**config.mk**
```make
export PLATFORM = sky130hd
export DESIGN_NAME = at_response_line_parser_unit
export DESIGN_NICKNAME = d
export VERILOG_FILES = /design/src/hw/rtl/arlp_pkg.sv /design/src/hw/rtl/arlp_core.sv /design/src/hw/rtl/at_response_line_parser_unit.sv
export SDC_FILE = /design/constraint.sdc
export NUM_CORES = 1
export LEC_CHECK = 0
export BUFFER_PORTS_ARGS = -buffer_cell sky130_fd_sc_hd__buf_2
export CORE_ASPECT_RATIO = 1.5
export CORE_MARGIN = 2
export CORE_UTILIZATION = 34
export CTS_CLUSTER_SIZE = 24
export DETAILED_ROUTE_END_ITERATION = 8
export PLACE_DENSITY = 0.48
export SLEW_MARGIN = 40
export SYNTH_ARGS = -nofsm -noshare
export SYNTH_HDL_FRONTEND = slang
export SYNTH_SLANG_ARGS = --single-unit
```
**constraint.sdc**
```tcl
create_clock -name clk -period 7.5 [get_ports clk]
set_input_delay 1.125 -clock clk [delete_from_list [all_inputs] [get_ports clk]]
set_output_delay 1.125 -clock clk [all_outputs]
set_load 0.01 [all_outputs]
```
**src/hw/rtl/arlp_pkg.sv**
```systemverilog
// Types, codes and response patterns for the modem line parser.
package arlp_pkg;

	// Event codes of one result item
	typedef enum logic [3:0] {
		EV_NONE      = 4'd0,
		EV_READY     = 4'd1,
		EV_RESTART   = 4'd2,
		EV_CONNECT   = 4'd3,
		EV_CLOSED    = 4'd4,
		EV_OK        = 4'd5,
		EV_ERROR     = 4'd6,
		EV_PAYLOAD   = 4'd7,
		EV_EMPTY     = 4'd8,
		EV_UNKNOWN   = 4'd9
	} ev_t;

	// Parser modes
	typedef enum logic [1:0] {
		MODE_LINE    = 2'd0,
		MODE_HEADER  = 2'd1,
		MODE_PAYLOAD = 2'd2
	} mode_t;

	// Result of one step, from the core to the output register
	typedef struct packed {
		ev_t        code;
		logic [7:0] data;
		logic       last;
		logic [7:0] link_id;
		logic       link_up;
	} res_t;

	// Characters
	localparam logic [7:0] CH_NUL   = 8'h00;
	localparam logic [7:0] CH_LF    = 8'h0A;
	localparam logic [7:0] CH_CR    = 8'h0D;
	localparam logic [7:0] CH_COMMA = 8'h2C;
	localparam logic [7:0] CH_COLON = 8'h3A;
	localparam logic [7:0] CH_0     = 8'h30;
	localparam logic [7:0] CH_9     = 8'h39;

	// Pattern table: text left aligned, first character in the top byte
	localparam int NPAT      = 10;
	localparam int PAT_CHARS = 10;
	localparam int PAT_W     = 8 * PAT_CHARS;

	localparam int P_IPD     = 0;
	localparam int P_PROMPT  = 1;
	localparam int P_READY   = 2;
	localparam int P_OK      = 3;
	localparam int P_ERROR   = 4;
	localparam int P_SENDOK  = 5;
	localparam int P_CONNECT = 6;
	localparam int P_CLOSED  = 7;
	localparam int P_BLANK   = 8;
	localparam int P_RECV    = 9;

	localparam logic [PAT_W-1:0] PAT_TEXT [NPAT] = '{
		{"+IPD", 48'd0},
		{"> ", 64'd0},
		{"ready", CH_CR, CH_LF, 24'd0},
		{"OK", CH_CR, CH_LF, 48'd0},
		{"ERROR", CH_CR, CH_LF, 24'd0},
		{"SEND OK", CH_CR, CH_LF, 8'd0},
		{",CONNECT", CH_CR, CH_LF},
		{",CLOSED", CH_CR, CH_LF, 8'd0},
		{CH_CR, CH_LF, 64'd0},
		{"Recv", 48'd0}
	};
	localparam logic [3:0] PAT_LEN [NPAT] = '{
		4'd4, 4'd2, 4'd7, 4'd4, 4'd7, 4'd9, 4'd10, 4'd9, 4'd2, 4'd4
	};
	localparam logic [3:0] PAT_OFS [NPAT] = '{
		4'd0, 4'd0, 4'd0, 4'd0, 4'd0, 4'd0, 4'd1, 4'd1, 4'd0, 4'd0
	};
	localparam logic [NPAT-1:0] PAT_EXACT = 10'b0111111100;

	// Pick character i of a pattern text
	function automatic logic [7:0] pat_char(input logic [PAT_W-1:0] t, input logic [3:0] i);
		pat_char = t[PAT_W - 1 - 8 * i -: 8];
	endfunction

endpackage

```
**src/hw/rtl/arlp_core.sv**
```systemverilog
// Parser state and per-byte next-state logic of the modem line parser.
module arlp_core #(
	parameter int MAX_PAYLOAD = 2048,
	parameter int MAX_LINE    = 255
) (
	input  logic           clk,
	input  logic           arst_n,
	input  logic           step,
	input  logic [7:0]     rx_char,
	input  logic           report_unknown,
	output arlp_pkg::res_t res
);
	import arlp_pkg::*;

	localparam int LEN_W = $clog2(MAX_PAYLOAD + 1);
	localparam int POS_W = $clog2(MAX_LINE + 1);
	localparam int ACC_W = LEN_W + 4;
	localparam logic [LEN_W-1:0] LEN_MAX = LEN_W'(MAX_PAYLOAD);
	localparam logic [POS_W-1:0] POS_MAX = POS_W'(MAX_LINE);

	mode_t             mode_q, mode_n;
	logic [POS_W-1:0]  pos_q, pos_n;
	logic [NPAT-1:0]   cand_q, cand_n;
	logic [7:0]        first_q, first_n;
	logic              comma_q, comma_n;
	logic [1:0]        hcommas_q, hcommas_n;
	logic [LEN_W-1:0]  len_q, len_n;
	logic [LEN_W-1:0]  rem_q, rem_n;
	logic              ready_q, ready_n;
	logic [7:0]        link_id_q, link_id_n;
	logic              link_up_q, link_up_n;

	// shared decode
	logic [NPAT-1:0]   cand_upd;
	logic [7:0]        first_upd;
	logic              comma_upd;
	logic              ipd_hit, prompt_hit, is_lf, is_digit, do_step;
	ev_t               line_ev;
	logic [ACC_W-1:0]  acc_x10;
	logic [LEN_W-1:0]  acc_sat;

	// Match the byte against every live pattern and classify the line
	always_comb begin
		logic [POS_W-1:0] q;
		q         = '0;
		cand_upd  = cand_q;
		for (int k = 0; k < NPAT; k++) begin
			if (pos_q >= POS_W'(PAT_OFS[k])) begin
				q = pos_q - POS_W'(PAT_OFS[k]);
				if (q < POS_W'(PAT_LEN[k])) begin
					if (pat_char(PAT_TEXT[k], q[3:0]) != rx_char)
						cand_upd[k] = 1'b0;
				end else if (PAT_EXACT[k]) begin
					cand_upd[k] = 1'b0;
				end
			end
		end
		first_upd = (pos_q == '0) ? rx_char : first_q;
		comma_upd = comma_q | ((pos_q != '0) && (rx_char == CH_COMMA));
		ipd_hit    = (pos_q == POS_W'(3)) && cand_upd[P_IPD];
		prompt_hit = (pos_q == POS_W'(1)) && cand_upd[P_PROMPT];
		is_lf      = (rx_char == CH_LF);
		is_digit   = rx_char inside {[CH_0:CH_9]};
		do_step    = step && (rx_char != CH_NUL);

		if (cand_upd[P_READY])
			line_ev = ready_q ? EV_RESTART : EV_READY;
		else if (cand_upd[P_CONNECT])
			line_ev = EV_CONNECT;
		else if (cand_upd[P_CLOSED])
			line_ev = EV_CLOSED;
		else if (cand_upd[P_ERROR])
			line_ev = EV_ERROR;
		else if (cand_upd[P_OK] || cand_upd[P_SENDOK])
			line_ev = EV_OK;
		else if (cand_upd[P_BLANK] || cand_upd[P_RECV])
			line_ev = EV_NONE;
		else if (comma_upd && (first_upd != CH_COMMA))
			line_ev = EV_NONE;
		else if (report_unknown)
			line_ev = EV_UNKNOWN;
		else
			line_ev = EV_NONE;

		// length times ten plus the digit, saturated
		acc_x10 = ({4'd0, len_q} << 3) + ({4'd0, len_q} << 1) + ACC_W'(rx_char[3:0]);
		acc_sat = (acc_x10 > ACC_W'(MAX_PAYLOAD)) ? LEN_MAX : acc_x10[LEN_W-1:0];
	end

	// Next state
	always_comb begin
		mode_n    = mode_q;
		pos_n     = pos_q;
		cand_n    = cand_q;
		first_n   = first_q;
		comma_n   = comma_q;
		hcommas_n = hcommas_q;
		len_n     = len_q;
		rem_n     = rem_q;
		ready_n   = ready_q;
		link_id_n = link_id_q;
		link_up_n = link_up_q;
		if (do_step) begin
			case (mode_q)
				MODE_PAYLOAD: begin
					if (rem_q <= LEN_W'(1)) begin
						rem_n   = '0;
						mode_n  = MODE_LINE;
						pos_n   = '0;
						cand_n  = '1;
						first_n = '0;
						comma_n = 1'b0;
					end else begin
						rem_n = rem_q - LEN_W'(1);
					end
				end
				MODE_HEADER: begin
					if (rx_char == CH_COLON) begin
						len_n = '0;
						if (len_q == '0) begin
							mode_n  = MODE_LINE;
							pos_n   = '0;
							cand_n  = '1;
							first_n = '0;
							comma_n = 1'b0;
						end else begin
							rem_n  = (len_q > LEN_MAX) ? LEN_MAX : len_q;
							mode_n = MODE_PAYLOAD;
						end
					end else if (hcommas_q == 2'd2) begin
						if (is_digit)
							len_n = acc_sat;
						else
							hcommas_n = 2'd3;
					end else if ((rx_char == CH_COMMA) && (hcommas_q < 2'd2)) begin
						hcommas_n = hcommas_q + 2'd1;
					end
				end
				MODE_LINE: begin
					cand_n  = cand_upd;
					first_n = first_upd;
					comma_n = comma_upd;
					if (ipd_hit) begin
						mode_n    = MODE_HEADER;
						hcommas_n = '0;
						len_n     = '0;
					end else if (prompt_hit || is_lf) begin
						pos_n   = '0;
						cand_n  = '1;
						first_n = '0;
						comma_n = 1'b0;
						if (!prompt_hit) begin
							case (line_ev)
								EV_READY, EV_RESTART: ready_n = 1'b1;
								EV_CONNECT: begin
									link_id_n = first_upd;
									link_up_n = 1'b1;
								end
								EV_CLOSED: begin
									link_id_n = '0;
									link_up_n = 1'b0;
								end
								default: ;
							endcase
						end
					end else if (pos_q < POS_MAX) begin
						pos_n = pos_q + POS_W'(1);
					end
				end
				default: mode_n = MODE_LINE;
			endcase
		end
	end

	// Result of this byte
	always_comb begin
		res.code    = EV_NONE;
		res.data    = '0;
		res.last    = 1'b0;
		res.link_id = link_id_n;
		res.link_up = link_up_n;
		if (do_step) begin
			case (mode_q)
				MODE_PAYLOAD: begin
					res.code = EV_PAYLOAD;
					res.data = rx_char;
					res.last = (rem_q <= LEN_W'(1));
				end
				MODE_HEADER: begin
					if ((rx_char == CH_COLON) && (len_q == '0))
						res.code = EV_EMPTY;
				end
				MODE_LINE: begin
					if (ipd_hit)
						res.code = EV_NONE;
					else if (prompt_hit)
						res.code = EV_OK;
					else if (is_lf)
						res.code = line_ev;
				end
				default: res.code = EV_NONE;
			endcase
		end
	end

	// Hold the parser state
	always_ff @(posedge clk or negedge arst_n) begin
		if (!arst_n) begin
			mode_q    <= MODE_LINE;
			pos_q     <= '0;
			cand_q    <= '1;
			first_q   <= '0;
			comma_q   <= 1'b0;
			hcommas_q <= '0;
			len_q     <= '0;
			rem_q     <= '0;
			ready_q   <= 1'b0;
			link_id_q <= '0;
			link_up_q <= 1'b0;
		end else if (step) begin
			mode_q    <= mode_n;
			pos_q     <= pos_n;
			cand_q    <= cand_n;
			first_q   <= first_n;
			comma_q   <= comma_n;
			hcommas_q <= hcommas_n;
			len_q     <= len_n;
			rem_q     <= rem_n;
			ready_q   <= ready_n;
			link_id_q <= link_id_n;
			link_up_q <= link_up_n;
		end
	end

endmodule

```
**src/hw/rtl/at_response_line_parser_unit.sv**
```systemverilog
// Modem response line parser: byte in, one event item out per byte.
//
// Input channel in_valid/in_ready carries one received byte (rx_byte) per
// item; zero bytes are taken and give an item with event none. Output
// channel out_valid/out_ready carries one item per input byte: event_res,
// the link status after the byte (link_char, link_open) and, for payload
// events, payload_data and payload_last.
// A byte is held in an input register, parsed by single-level logic, and
// its item lands in the output register; one item per cycle is sustained
// while out_ready stays high.
// When the receiver stalls, the output register holds its item and the
// input register takes one more byte; after that in_ready drops until the
// output item is taken.
// cfg_we writes report_q from cfg_wdata in the same cycle;
// write it only while no item is in flight.
// Reset empties both registers and returns the parser to the start of a
// line with no link and the modem not yet ready.
module at_response_line_parser_unit #(
	parameter int MAX_PAYLOAD = 2048,
	parameter int MAX_LINE    = 255
) (
	input  logic       clk,
	input  logic       arst_n,
	input  logic       in_valid,
	output logic       in_ready,
	input  logic [7:0] rx_byte,
	input  logic       cfg_we,
	input  logic       cfg_wdata,
	output logic       out_valid,
	input  logic       out_ready,
	output logic [3:0] event_res,
	output logic [7:0] link_char,
	output logic       link_open,
	output logic [7:0] payload_data,
	output logic       payload_last
);
	import arlp_pkg::*;

	logic       vld_s1;
	logic [7:0] rx_s1;
	logic       advance;
	logic       report_q;
	res_t       res;
	res_t       res_s2;
	logic       vld_s2;

	assign advance  = vld_s1 && (!vld_s2 || out_ready);
	assign in_ready = !vld_s1 || advance;

	// Hold the configuration register
	always_ff @(posedge clk or negedge arst_n) begin
		if (!arst_n)
			report_q <= 1'b0;
		else if (cfg_we)
			report_q <= cfg_wdata;
	end

	// Capture the incoming byte
	always_ff @(posedge clk or negedge arst_n) begin
		if (!arst_n)
			vld_s1 <= 1'b0;
		else if (in_ready)
			vld_s1 <= in_valid;
	end

	always_ff @(posedge clk) begin
		if (in_valid && in_ready)
			rx_s1 <= rx_byte;
	end

	arlp_core #(
		.MAX_PAYLOAD (MAX_PAYLOAD),
		.MAX_LINE    (MAX_LINE)
	) u_core (
		.clk            (clk),
		.arst_n         (arst_n),
		.step           (advance),
		.rx_char        (rx_s1),
		.report_unknown (report_q),
		.res            (res)
	);

	// Advance the result into the output register, drop it once taken
	always_ff @(posedge clk or negedge arst_n) begin
		if (!arst_n)
			vld_s2 <= 1'b0;
		else if (advance)
			vld_s2 <= 1'b1;
		else if (out_ready)
			vld_s2 <= 1'b0;
	end

	always_ff @(posedge clk) begin
		if (advance)
			res_s2 <= res;
	end

	assign out_valid    = vld_s2;
	assign event_res    = res_s2.code;
	assign link_char    = res_s2.link_id;
	assign link_open    = res_s2.link_up;
	assign payload_data = res_s2.data;
	assign payload_last = res_s2.last;

endmodule

```
==> flow_metrics.env, run 1 <==
export IMPL_port_buffers=37
export IMPL_max_stage_delay_ns=0.85
export IMPL_vdd_drop_max_mv=0.161
export IMPL_hold_violations=0
export IMPL_crit_family="adder cells"
export IMPL_p_total_w=0.00284
export IMPL_crit_path_cell_trace="inv_1 -> ha_1 -> ha_1 -> xnor2_1 -> or4_1 -> o211ai_1 -> mux4_2 -> nand2b_1 -> a41oi_1 -> nor2b_1 -> o211ai_2 -> a22o_1"
export IMPL_drt_met1_wl_um=9920
export IMPL_reg2reg_to="link_char[7]"
export IMPL_cp_max_fo=26
export IMPL_core_um2=22400
export IMPL_antenna_left=0
export IMPL_syn_nets=939
export IMPL_top_layer="met4"
export IMPL_wl_per_cell_um=19.9
export IMPL_finalCritPeriodShare_pct=76.9
export IMPL_status="complete, no violations"
export IMPL_worst_pin_slew_ns=0.808
export IMPL_synth_seq_area_share_pct=33.8
export IMPL_numCtsBuffers=9
export IMPL_overflow=0
export IMPL_p_per_area_nw_per_um2=340
export IMPL_cts_root_buf="clkbuf_16"
export IMPL_cpMaxStageDelayCell="dfrtp_1"
export IMPL_vias_per_cell=5.90
export IMPL_fp_dieW_um=127
export IMPL_synth_flop_cell="dfrtp_1"
export IMPL_grt_pass1_wl_um=37900
export IMPL_wl_met3_um=680
export IMPL_syn_avg_cell_area_um2=8.69
export IMPL_cts_hold_buf=0
export IMPL_cpMostUsedCell="ha_1"
export IMPL_track_usage_pct=19.9
export IMPL_clk_pin_slew_ns=0.07
export IMPL_wirelength_um=23300
export IMPL_place_congestion=0.889
export IMPL_slew_headroom_pct=45.8
export IMPL_ys_seq_elements=98
export IMPL_leakagePower_nw=3.43
export IMPL_antenna_found_initial=0
export IMPL_fin_setup_tns_ns=0
export IMPL_min_to="u_core.link_up_q"
export IMPL_cp_data_arrival_time_ns=5.99
export IMPL_ios=38
export IMPL_worstHoldStart="u_core.link_up_q"
export IMPL_async_reset_ff_share_pct=69.4
export IMPL_startpoint_type="flip-flop"
export IMPL_grt_max_degree=69
export IMPL_first_pass_iters=7
export IMPL_r2r_start="u_core.pos_q[1]"
export IMPL_insertion_delay_ns=0.35
export IMPL_hpwl_um=17000
export IMPL_critPathLaunch="u_core.pos_q[1]"
export IMPL_rr_worst_depth=12
export IMPL_syn_inst=890
export IMPL_max_cap_violations=0
export IMPL_drc=0
export IMPL_num_rows=67
export IMPL_holdPathStages=1
export IMPL_die_y_um=189
export IMPL_crit_path_end_kind="flip-flop"
export IMPL_regToRegSetupSlack_ns=1.73
export IMPL_timing_fmax_mhz=173
export IMPL_cp_required_ns=7.72
export IMPL_clkSinkCount=98
export IMPL_hp_class="flip-flop to flip-flop"
export IMPL_clockBufferDepth=2
export IMPL_postCtsSetupBuffers=0
export IMPL_drt_initial_drc_count=444
export IMPL_dr_wl_met2_um=11900
export IMPL_critical_path_buf_inv_count=1
export IMPL_finalMaxSlewViolations=0
export IMPL_syn_cell_area_um2=7730
export IMPL_multi_input_area_um2=4720
export IMPL_yosys_warnings=0
export IMPL_ys_types=95
export IMPL_postCtsResizedCells=0
export IMPL_start_util_pct=34.5
export IMPL_nNetsFinal=939
export IMPL_diodes=0
export IMPL_crit_type="flip-flop to flip-flop"
export IMPL_min_period_ns=5.77
export IMPL_cts_tree="done"
export IMPL_finalSetupViolations=0
export IMPL_syn_to_final_growth_pct=7.93
export IMPL_rsz0062_at_grt="false"
export IMPL_synth_edf_count=30
export IMPL_drive_above_1_share_pct=12.6
export IMPL_seq_area_um2=2620
export IMPL_grt_pass1_vias=6830
export IMPL_dr_total_vias=6906
export IMPL_dieArea_um2=24000
export IMPL_htreeDepth=3
export IMPL_fillers=2323
export IMPL_skew_ns=0.00906
[how the worst max path moves through the flow]
stage,endpoint,slack [ns],cells past startpoint
finish,link_char[7],1.73,12
global route,link_char[2],1.20,12
CTS,link_char[6],1.74,12
detailed placement,link_char[6],1.76,12
global placement,link_char[5],1.79,12
floorplan,link_char[2],3.29,15
[through the flow]
| stage | area [um2] | utilization [%] | worst slack [ns] | std cells | hold WS (ns) |
|---|---|---|---|---|---|
| 2_1_floorplan | 7730 | - | 3.29 | 890 | 0.450 |
| 3_3_place_gp | 8050 | 36.0 | 1.79 | 1155 | 0.462 |
| 3_5_place_dp | 8070 | 36.1 | 1.76 | 1155 | 0.466 |
| 4_1_cts | 8340 | 37.3 | 1.74 | 1171 | 0.482 |
| 5_1_grt | 8340 | 37.3 | 1.20 | 1171 | 0.513 |
| 6_report | 8340 | 37.3 | 1.73 | 1171 | 0.479 |
[cell families after synthesis]
group | Yosys count | share of synthesized area [%]
multiplexers | 9 | 1.36
adder cells (fa/ha/maj) | 35 | 5.86
flip-flops | 98 | 33.8
XOR/XNOR | 36 | 4.18
AO/OA/AOI/OAI | 268 | 24.0
AND/OR/NAND/NOR | 356 | 25.5
buffers and inverters | 88 | 5.24
[worst reg2reg max path, cell delays in order (launching register included)]
cell	delay [ns]
dfrtp_1	0.85
inv_1	0.32
ha_1	0.76
ha_1	0.78
xnor2_1	0.33
or4_1	0.46
o211ai_1	0.13
mux4_2	0.51
nand2b_1	0.16
a41oi_1	0.31
nor2b_1	0.18
o211ai_2	0.59
a22o_1	0.25
[per-layer routing]
layer | vias up | track usage, %
met5 | - | 0
met4 | 0 | 8.83
met3 | 57 | 2.27
met2 | 170 | 35.1
met1 | 3346 | 24.1
li1 | 3333 | -
[layout make-up]
cell class | instances | area share (%)
Clock buffer | 11 | 2.79
Clock inverter | 5 | 0.480
Inverter | 28 | 1.26
Multi-Input combinational cell | 704 | 56.6
Sequential cell | 98 | 31.3
Tap cell | 276 | 4.14
Timing Repair Buffer | 49 | 3.37
[Yosys cell counts (6+ instances only)]
cell type / number / area share, %
o21ai_0: 59 / 3.8
o211ai_1: 7 / 0.68
nor3b_1: 12 / 1.2
and2_1: 15 / 1.2
buf_2: 15 / 0.97
o22ai_1: 7 / 0.57
dfstp_2: 10 / 3.4
xnor2_1: 20 / 2.3
or4_1: 8 / 0.78
nand2b_1: 20 / 1.6
nand4_1: 13 / 1.1
nand3_1: 26 / 1.7
nor3_1: 29 / 1.9
dfrtp_1: 58 / 19
nor2_1: 72 / 3.5
a211oi_1: 11 / 1.1
edfxtp_1: 30 / 12
a21o_1: 10 / 0.97
or3_1: 6 / 0.49
a21oi_1: 44 / 2.8
a22o_1: 35 / 4.0
ha_1: 33 / 5.3
nand2_1: 66 / 3.2
or2_2: 8 / 0.65
o21a_1: 8 / 0.78
o31ai_1: 7 / 0.68
nor2b_1: 14 / 1.1
buf_4: 9 / 0.87
inv_1: 23 / 1.1
clkbuf_1: 32 / 1.6
xor2_1: 15 / 1.7
a2111oi_0: 6 / 0.68
nor4_1: 19 / 1.5
a31oi_1: 14 / 1.1
a22oi_1: 10 / 0.97
mux2i_1: 6 / 0.78
and3_1: 14 / 1.1
[cells in the final DEF (no fill, tap or decap), types with 10 or more instances in the layout]
cell,count
nor2_1,71
nand2_1,66
o21ai_0,59
dfrtp_1,58
a21oi_1,44
buf_2,36
a22o_1,35
ha_1,33
edfxtp_1,30
nor3_1,29
nand3_1,26
inv_1,22
xnor2_1,20
nand2b_1,20
nor4_1,18
and2_1,15
xor2_1,15
nor2b_1,14
a31oi_1,14
and3_1,14
nand4_1,13
buf_4,12
nor3b_1,11
a211oi_1,11
a21o_1,10
a22oi_1,10
dfstp_2,10
[state kept, by name, indices dropped and copies added, names as in the netlist, 2 cells and up]
register          cells
u_core.len_q         12
u_core.rem_q         12
u_core.cand_q        10
link_char             8
payload_data          8
rx_s1                 8
u_core.first_q        8
u_core.link_id_q      8
u_core.pos_q          8
event_res             4
u_core.hcommas_q      2
u_core.mode_q         2
[power by group]
group          total (W)  internal (W)  switching [W]
clock network   0.000439      0.000228       0.000211
logic            0.00171      0.000615        0.00109
registers       0.000692      0.000610      0.0000819
(Power assumes the default switching activity.)
==> inputs of run 2 (changes only) <==
==> constraint.sdc (replaced) <==
create_clock -name clk -period 5.6 [get_ports clk]
set_input_delay 0.84 -clock clk [delete_from_list [all_inputs] [get_ports clk]]
set_output_delay 0.84 -clock clk [all_outputs]
set_load 0.01 [all_outputs]
==> flow_metrics.env, run 2 (synthesis gave the netlist of run 1 again) <==
export IMPL_rsz0062_at_grt="false"
export IMPL_nNetsFinal=946
export IMPL_dp_cells=1162
export IMPL_fp_dieW_um=127
export IMPL_postCtsResizedCells=0
export IMPL_hold_violations=0
export IMPL_drt_initial_drc_count=518
export IMPL_mostFrequentLayoutCells="nor2_1, nand2_1, o21ai_0, dfrtp_1, a21oi_1"
export IMPL_clk_pin_slew_ns=0.08
export IMPL_min_period_ns=4.84
export IMPL_startpoint_type="flip-flop"
export IMPL_busiest_layer="met2"
export IMPL_numCtsBuffers=9
export IMPL_die_y_um=189
export IMPL_vias_per_cell=5.80
export IMPL_largest_registers="u_core.len_q x12, u_core.rem_q x12, u_core.cand_q x10"
export IMPL_antenna_left=0
export IMPL_cp_required_ns=5.82
export IMPL_finalCritPeriodShare_pct=86.5
export IMPL_grtUsageMet3_pct=2.04
export IMPL_skew_ns=0.0165
export IMPL_p_per_area_nw_per_um2=467
export IMPL_drc=0
export IMPL_slew_headroom_pct=41.8
export IMPL_hp_class="input pin to async pin"
export IMPL_cts_hold_buf=0
export IMPL_fin_setup_tns_ns=0
export IMPL_regToRegSetupSlack_ns=0.76
export IMPL_ios=38
export IMPL_clkSinkCount=98
export IMPL_cts_root_buf="clkbuf_16"
export IMPL_crit_path_end_kind="flip-flop"
export IMPL_syn_to_final_growth_pct=8.93
export IMPL_port_buffers=37
export IMPL_wirelength_um=23400
export IMPL_place_congestion=0.880
export IMPL_cp_max_fo=22
export IMPL_overflow=0
export IMPL_antenna_found_initial=0
export IMPL_vdd_drop_max_mv=0.293
export IMPL_status="complete, no violations"
export IMPL_start_util_pct=34.5
export IMPL_wl_per_cell_um=19.9
export IMPL_first_pass_iters=5
export IMPL_clockBufferDepth=2
export IMPL_fin_hold_ws_ns=0.472
export IMPL_core_um2=22400
export IMPL_finalMaxSlewViolations=0
export IMPL_worst_pin_slew_ns=0.873
export IMPL_cts_tree="done"
export IMPL_finalSetupViolations=0
export IMPL_leakagePower_nw=3.47
export IMPL_track_usage_pct=20.1
export IMPL_num_rows=67
export IMPL_grtUsageMet1_pct=24.4
export IMPL_fin_ws_ns=0.756
export IMPL_hpwl_um=17200
export IMPL_grt_pass1_vias=6882
export IMPL_crit_type="flip-flop to flip-flop"
export IMPL_dieArea_um2=24000
export IMPL_htreeDepth=3
export IMPL_diodes=0
export IMPL_dr_total_vias=6836
export IMPL_cp_data_arrival_time_ns=5.07
export IMPL_insertion_delay_ns=0.36
export IMPL_stdcell_count=1178
export IMPL_postCtsSetupBuffers=0
export IMPL_pre_cts_ws_ns=0.824
export IMPL_drive_above_1_share_pct=13.3
export IMPL_grt_max_degree=69
export IMPL_layout_commonest_cell="nor2_1"
export IMPL_grt_use_met2_pct=35.9
export IMPL_max_cap_violations=0
export IMPL_timing_fmax_mhz=206
export IMPL_grt_pass1_wl_um=38600
run 2: changes by cell type in the layout (fill, tap and decap cells not counted):
cell        before  now
a2111oi_0        6    5
a2111oi_2        0    1
buf_4           12   19
bufinv_16        0    1
clkinv_2         1    0
clkinv_4         3    2
clkinvlp_4       0    1
nor3b_1         11   12
nor3b_2          2    1
run 2: critical path, cell delays in order, from the launching register on:
cell,delay (ns)
dfrtp_1,0.38
inv_1,0.25
ha_1,0.63
buf_4,0.36
nor2b_1,0.59
xnor2_2,0.27
nand2_1,0.25
a31o_1,0.23
a2111oi_0,0.43
a31o_1,0.31
and2_1,0.18
and3_1,0.58
a22o_1,0.23
run 2: per-stage QoR:
| step | util (%) | instance area [um2] | total power, W |
|---|---|---|---|
| final | 37.6 | 8420 | 0.00393 |
| after global routing | 37.6 | 8420 | 0.00424 |
| after CTS | 37.6 | 8420 | 0.00392 |
| after detailed placement | 36.3 | 8120 | 0.00326 |
| after global placement | 36.2 | 8110 | 0.00327 |
| after floorplan | - | 7730 | 0.00273 |
run 2: report_power, final:
part	total, W	switching, W	internal [W]
logic	0.00238	0.00153	0.000853
registers	0.000905	0.0000875	0.000818
clock network	0.000642	0.000292	0.000350
run 2: path summary, 6_finish.rpt:
kind,depth (start not counted),startpoint,to
min in group clk,1,u_core.link_up_q,u_core.link_up_q
max in group asynchronous,1,arst_n,u_core.ready_q
worst max-delay path,12,u_core.pos_q[1],link_char[7]
worst min register to register,1,u_core.link_up_q,u_core.link_up_q
worst min-delay path,1,arst_n,u_core.rem_q[10]
worst max register to register,12,u_core.pos_q[1],link_char[7]
run 2: metal layers:
metal / part of all wire (%) / vias up
li1: - / 3355
met1: 43 / 3327
met2: 52 / 118
met3: 2.3 / 36
met4: 3.1 / 0
met5: 0 / -
run 2: area by class of cell:
type / instances / area (um2)
multi-input cells: 704 / 4730
clock buffers: 11 / 233
clock inverters: 5 / 63.8
fillers: 2308 / 14000
inverters: 28 / 105
repair buffers: 56 / 334
well taps: 276 / 345
flip-flops and latches: 98 / 2620
